File: config.mk
export PLATFORM = sky130hd
export DESIGN_NAME = wfg_fifo
export DESIGN_NICKNAME = d
export VERILOG_FILES = /design/src/sv/wfg_fifo.sv
export SDC_FILE = /design/constraint.sdc
export NUM_CORES = 1
export LEC_CHECK = 0
export BUFFER_PORTS_ARGS = -buffer_cell sky130_fd_sc_hd__clkbuf_2
export CAP_MARGIN = 20
export CELL_PAD_IN_SITES_DETAIL_PLACEMENT = 2
export CELL_PAD_IN_SITES_GLOBAL_PLACEMENT = 2
export CORE_MARGIN = 2
export CORE_UTILIZATION = 31
export CTS_CLUSTER_SIZE = 14
export DETAILED_ROUTE_END_ITERATION = 10
export PLACE_DENSITY_LB_ADDON = 0.1
export SYNTH_ARGS = -nofsm -noshare
export SYNTH_HDL_FRONTEND = slang
export SYNTH_SLANG_ARGS = --single-unit
File: constraint.sdc
create_clock -name clock -period 1.4 [get_ports clock]
set_clock_uncertainty 0.2 [all_clocks]
set_input_delay 0 -clock clock [delete_from_list [all_inputs] [get_ports clock]]
set_output_delay 0 -clock clock [all_outputs]
set_load 0.05 [all_outputs]
File: src/sv/wfg_fifo.sv
`timescale 1ns / 1ps
module wfg_fifo #(
   parameter int unsigned WIDTH = 8
) (
   input  logic             clock,
   input  logic             reset,
   input  logic             push,
   input  logic [WIDTH-1:0] din,
   output logic             full,
   input  logic             pop,
   output logic [WIDTH-1:0] dout,
   output logic             empty
);
   // Two-entry queue.
   logic [WIDTH-1:0] data_ff [2];
   logic [1:0] count_ff, count_in;
   logic       rd_ff, rd_in, wr_ff, wr_in;
   logic       do_push, do_pop;

   assign full    = count_ff == 2'd2;
   assign empty   = count_ff == 2'd0;
   assign do_push = push && !full;
   assign do_pop  = pop && !empty;
   assign dout    = data_ff[rd_ff];

   always_comb begin
      count_in = count_ff + {1'b0, do_push} - {1'b0, do_pop};
      rd_in    = rd_ff ^ do_pop;
      wr_in    = wr_ff ^ do_push;
   end

   always_ff @(posedge clock) begin
      if (reset) begin
         count_ff <= '0;
         rd_ff    <= 1'b0;
         wr_ff    <= 1'b0;
      end else begin
         count_ff <= count_in;
         rd_ff    <= rd_in;
         wr_ff    <= wr_in;
      end
      if (do_push) data_ff[wr_ff] <= din;
   end
endmodule

Word level (Yosys, flattened, before mapping)
Memory sizes are Yosys's and may differ from the RTL's. A register that Yosys moved wholly into a read port is not among the register bits.
Index checks and enable logic that the tools add are counted.

word-level totals
  bits of input ports = 12
  memories kept = 1
  logic and storage cells = 17
  RAM bits = 16
  output and inout bits = 10
  flip-flop bits (word level) = 4

memories
  memory   words  bits a word  read ports  clocked after Yosys merged registers in  wr ports  RTL line  source
  data_ff  2      8            1           1                                        1         15        logic [WIDTH-1:0] data_ff [2];

cells by class
  eq/ne operators = 1
  bitwise logic cells = 2
  add/sub/neg operators = 2
  multiplexer cells = 3
  reductions and logical operators = 5

operators by type and width
  cell                  count
  $mux W1               3
  $add A2 B1 Y2         1
  $eq A2 B2 Y1 const B  1
  $logic_and A1 B1 Y1   2
  $logic_not A1 Y1      2
  $logic_not A2 Y1      1
  $sub A2 B1 Y2         1
  $xor A1 B1 Y1         2

Depth between registers and ports, before layout
  word-level depth = 5
  mapped depth = 7
  depth with buffers taken out = 7

Worst setup path after synthesis
Ideal clock, no wire load.

  kind = register -> register
  start = register count_ff[1]
  end = register count_ff[1]
  library setup time = 0.064 ns
  data arrival time = 1.306 ns
  cell stages (with the launch flop) = 8
  required time = 1.136 ns
  clock period less this slack = 1.570 ns
  buffers on the path = 0
  setup slack = -0.170 ns
  cell sequence = dfxtp_1 or2b_1 nand2_1 ha_1 inv_1 ha_1 xnor3_1 nor2_1

on the way
  word-level cells in the longest chain between the ends = 5
  elaborated cells between the ends (all ways) = 8
  classes of those cells = 2 x add/sub; 1 x eq/ne; 5 x reduce/logical

ends and longest elaborated chain
  what                    RTL line  source
  from (decl)             16        logic [1:0] count_ff, count_in;
  from (signal assigned)  38        count_ff <= count_in;
  $eq A2 B2 Y1            20        assign full = count_ff == 2'd2;
  $logic_not A1 Y1        22        assign do_push = push && !full;
  $logic_and A1 B1 Y1     22
  $add A2 B1 Y2           27        count_in = count_ff + {1'b0, do_push} - {1'b0, do_pop};
  $sub A2 B1 Y2 (*)       27

Mark *: on every way between the ends. The rest lies on a longest branch, timed or not.
A chain may end at the register's enable or synchronous reset.

Final worst setup path
Same ends and word-level chain as after synthesis.

==> results.py <==
metrics = {
    "global_routing": {
        "grt_pass1_vias": 556,
        "grt_max_degree": 12,
        "grt_util_all_layers_pct": 12.8,
        "grt_overflow": 0,
        "antenna_found_initial": 0,
        "grt_pass1_wl_mm": 2.53,
    },
    "sta": {
        "grt_setup_unrepaired": "true",
        "hold_viol": 0,
        "maxSlewViolCount": 0,
        "max_freq_mhz": 601,
        "relSlewSlack_pct": 83.7,
        "fin_ws_ns": -0.265,
        "period_share_pct": 119,
        "layout_min_cycle_time_ns": 1.67,
        "worst_slew_pin_slew_ns": 0.247,
        "setup_violations": 28,
        "holdWs_ns": 0.0754,
        "finalSetupTns_ns": -3.78,
    },
    "placement": {
        "hpwlAfterDp_mm": 1.02,
        "port-buffer-count": 21,
        "place_area_sq_um": 982,
        "dp_cells": 100,
        "routabilityCongestion": 0.583,
    },
    "synthesis": {
        "synth_top_area_share_pct": 59.8,
        "ys_ff_latch": 20,
        "yosys_warnings": 0,
        "synth_area_leaders": "edfxtp_1 (60%), mux2_2 (13%), dfxtp_1 (10%)",
        "synth_edf_count": 16,
        "synthCells": 48,
        "avgSynthCellArea_sq_um": 16.7,
        "synth_common_cells": "edfxtp_1 (16), mux2_2 (9), dfxtp_1 (4), ha_1 (4), nor2_1 (4)",
        "yosysTopAreaCell": "edfxtp_1",
        "async_flop_share_pct": 0,
        "synth_most_common_cell": "edfxtp_1",
        "yosysUniqueCellTypes": 13,
        "synth-main-ff-cell": "edfxtp_1",
        "synth.net_count": 64,
        "ys_seq_area_share_pct": 69.8,
        "syn_area_sq_um": 803,
    },
    "route": {
        "drc": 0,
        "viasPerCell": 4.40,
        "drt_iter0_markers": 0,
        "ant_nets": 0,
        "drt_pass1_iterations": 1,
        "wl_mm": 1.63,
        "wl_per_cell_um": 13.7,
        "num_vias": 524,
    },
    "setup_path": {
        "crit_required_ns": 1.43,
        "crit_type": "flop to flop",
        "worst-path-max-fanout": 4,
        "rr_worst_depth": 7,
        "setup.worst_path.end_class": "flop",
        "critPathArrivalTime_ns": 1.70,
        "start_kind": "flop",
    },
    "finish": {
        "layout-drive-gt1-share_pct": 56.2,
        "syn_to_final_growth_pct": 64.3,
        "diodes": 0,
        "nets": 106,
        "layout.cells.non_filler": 119,
        "final_area_sq_um": 1320,
    },
    "floorplan": {
        "core-area_sq_um": 2480,
        "std_cell_rows": 18,
        "initial_core_util_pct": 32.4,
        "die_width_um": 54.9,
        "boundaryPins": 22,
        "die_area_sq_um": 3010,
        "dieHeight_um": 54.9,
    },
    "outcome": {
        "status": "finished with violations",
        "failed_checks": "negative setup slack",
    },
    "power_and_ir_drop": {
        "design_power_total_uw": 2400,
        "leakage_uw": 0.000540,
        "ir_worst_vdd_mv": 0.970,
        "powerDensity_nw_per_um2": 1820,
    },
    "min_path": {
        "hold_path.class": "primary input to flop",
        "whs_path_depth": 5,
    },
    "clock_network": {
        "cts_root_buf": "clkbuf_4",
        "clkLatencyLatePin_ns": 0.29,
        "clock_sinks": 20,
        "path_clk_slew_ns": 0.11,
        "cts_buffers": 3,
        "cts_max_path_buffers": 2,
        "htreeDepth": 1,
        "cts_tree": "done",
    },
    "run": {
        "cap_violations": 0,
    },
}
## per-stage QoR
| step | utilization (%) | setup WS, ns |
|---|---|---|
| after floorplan | - | -0.155 |
| after global placement | 39.6 | -0.206 |
| after detailed placement | 39.6 | -0.253 |
| after CTS | 51.8 | -0.223 |
| after global routing | 53.3 | -0.358 |
| final | 53.3 | -0.265 |
## cell type report
| class | instances | area, sq um |
|---|---|---|
| clock buffers | 3 | 22.5 |
| clock inverters | 1 | 3.75 |
| fillers | 242 | 1160 |
| inverters | 3 | 11.3 |
| multi-input cells | 24 | 312 |
| flip-flops and latches | 20 | 566 |
| well taps | 30 | 37.5 |
| repair buffers | 38 | 368 |
## worst max-delay path, cell delays in order (launching register included)
cell     delay, ns
dfxtp_2       0.38
or2b_1        0.27
nand2_2       0.08
ha_4          0.19
inv_2         0.06
ha_4          0.11
xnor3_1       0.21
nor2_1        0.11
## sequential cells by signal, summed over array words and instances (netlist names)
| name | flops |
|---|---|
| rd_ff | 1 |
| wr_ff | 1 |
| count_ff | 2 |
| data_ff | 16 |
## report_power, final
group          total (uW)  switching [uW]  internal, uW
Sequential            829            61.4           768
Clock                 279             175           104
Combinational        1290             653           642
Total                2400             890          1510
## cells in the final DEF, fill, tap and decap left out
cell type       n
xnor3_1         1
buf_4           4
dlygate4sd3_1  10
buf_8           9
clkbuf_4        3
dfxtp_4         1
nor2_1          4
buf_12          1
o21a_1          1
dfxtp_1         2
or2b_1          1
nand2_2         1
nor2b_1         2
and2_4          1
mux2_4          8
buf_6           2
clkbuf_2       11
inv_1           1
dfxtp_2         1
clkinv_1        1
mux2_2          1
ha_4            4
buf_2           1
inv_2           2
edfxtp_1       16
## kinds of logic after synthesis
kind of cell / Yosys count / synth area share (%)
adder cells (fa/ha/maj): 4 / 6.23
AND/OR/NAND/NOR: 9 / 5.61
multiplexers: 9 / 12.6
AO/OA/AOI/OAI: 1 / 0.935
flip-flops: 20 / 69.8
XOR/XNOR: 1 / 2.80
buffers and inverters: 4 / 2.02
## repair_timing
action | CTS | global route
hold endpoints to repair | 20 | 1
gates resized for setup | 36 | 13
endpoints found under the setup margin | 28 | 29
pin swaps | 3 | 1
hold buffers | 9 | 1
gates cloned | 0 | 0
buffers inserted | 5 | 0
## per-layer routing
metal	wire length (um)	vias to the layer above	global-route usage, %
met1	691	257	15.1
li1	-	254	-
met5	0	-	0
met3	51	2	2.42
met4	19	0	6.10
met2	864	11	22.2
## path summary, 6_finish.rpt
path,from,to,slack (ns)
worst max-delay path,count_ff[1]$_SDFF_PP0_,count_ff[1]$_SDFF_PP0_,-0.27
worst min-delay path,push,count_ff[1]$_SDFF_PP0_,0.08
worst max register to register,count_ff[1]$_SDFF_PP0_,count_ff[1]$_SDFF_PP0_,-0.27
worst min register to register,wr_ff$_SDFF_PP0_,wr_ff$_SDFF_PP0_,0.43
No activity file was read; power rests on OpenSTA's default activity.
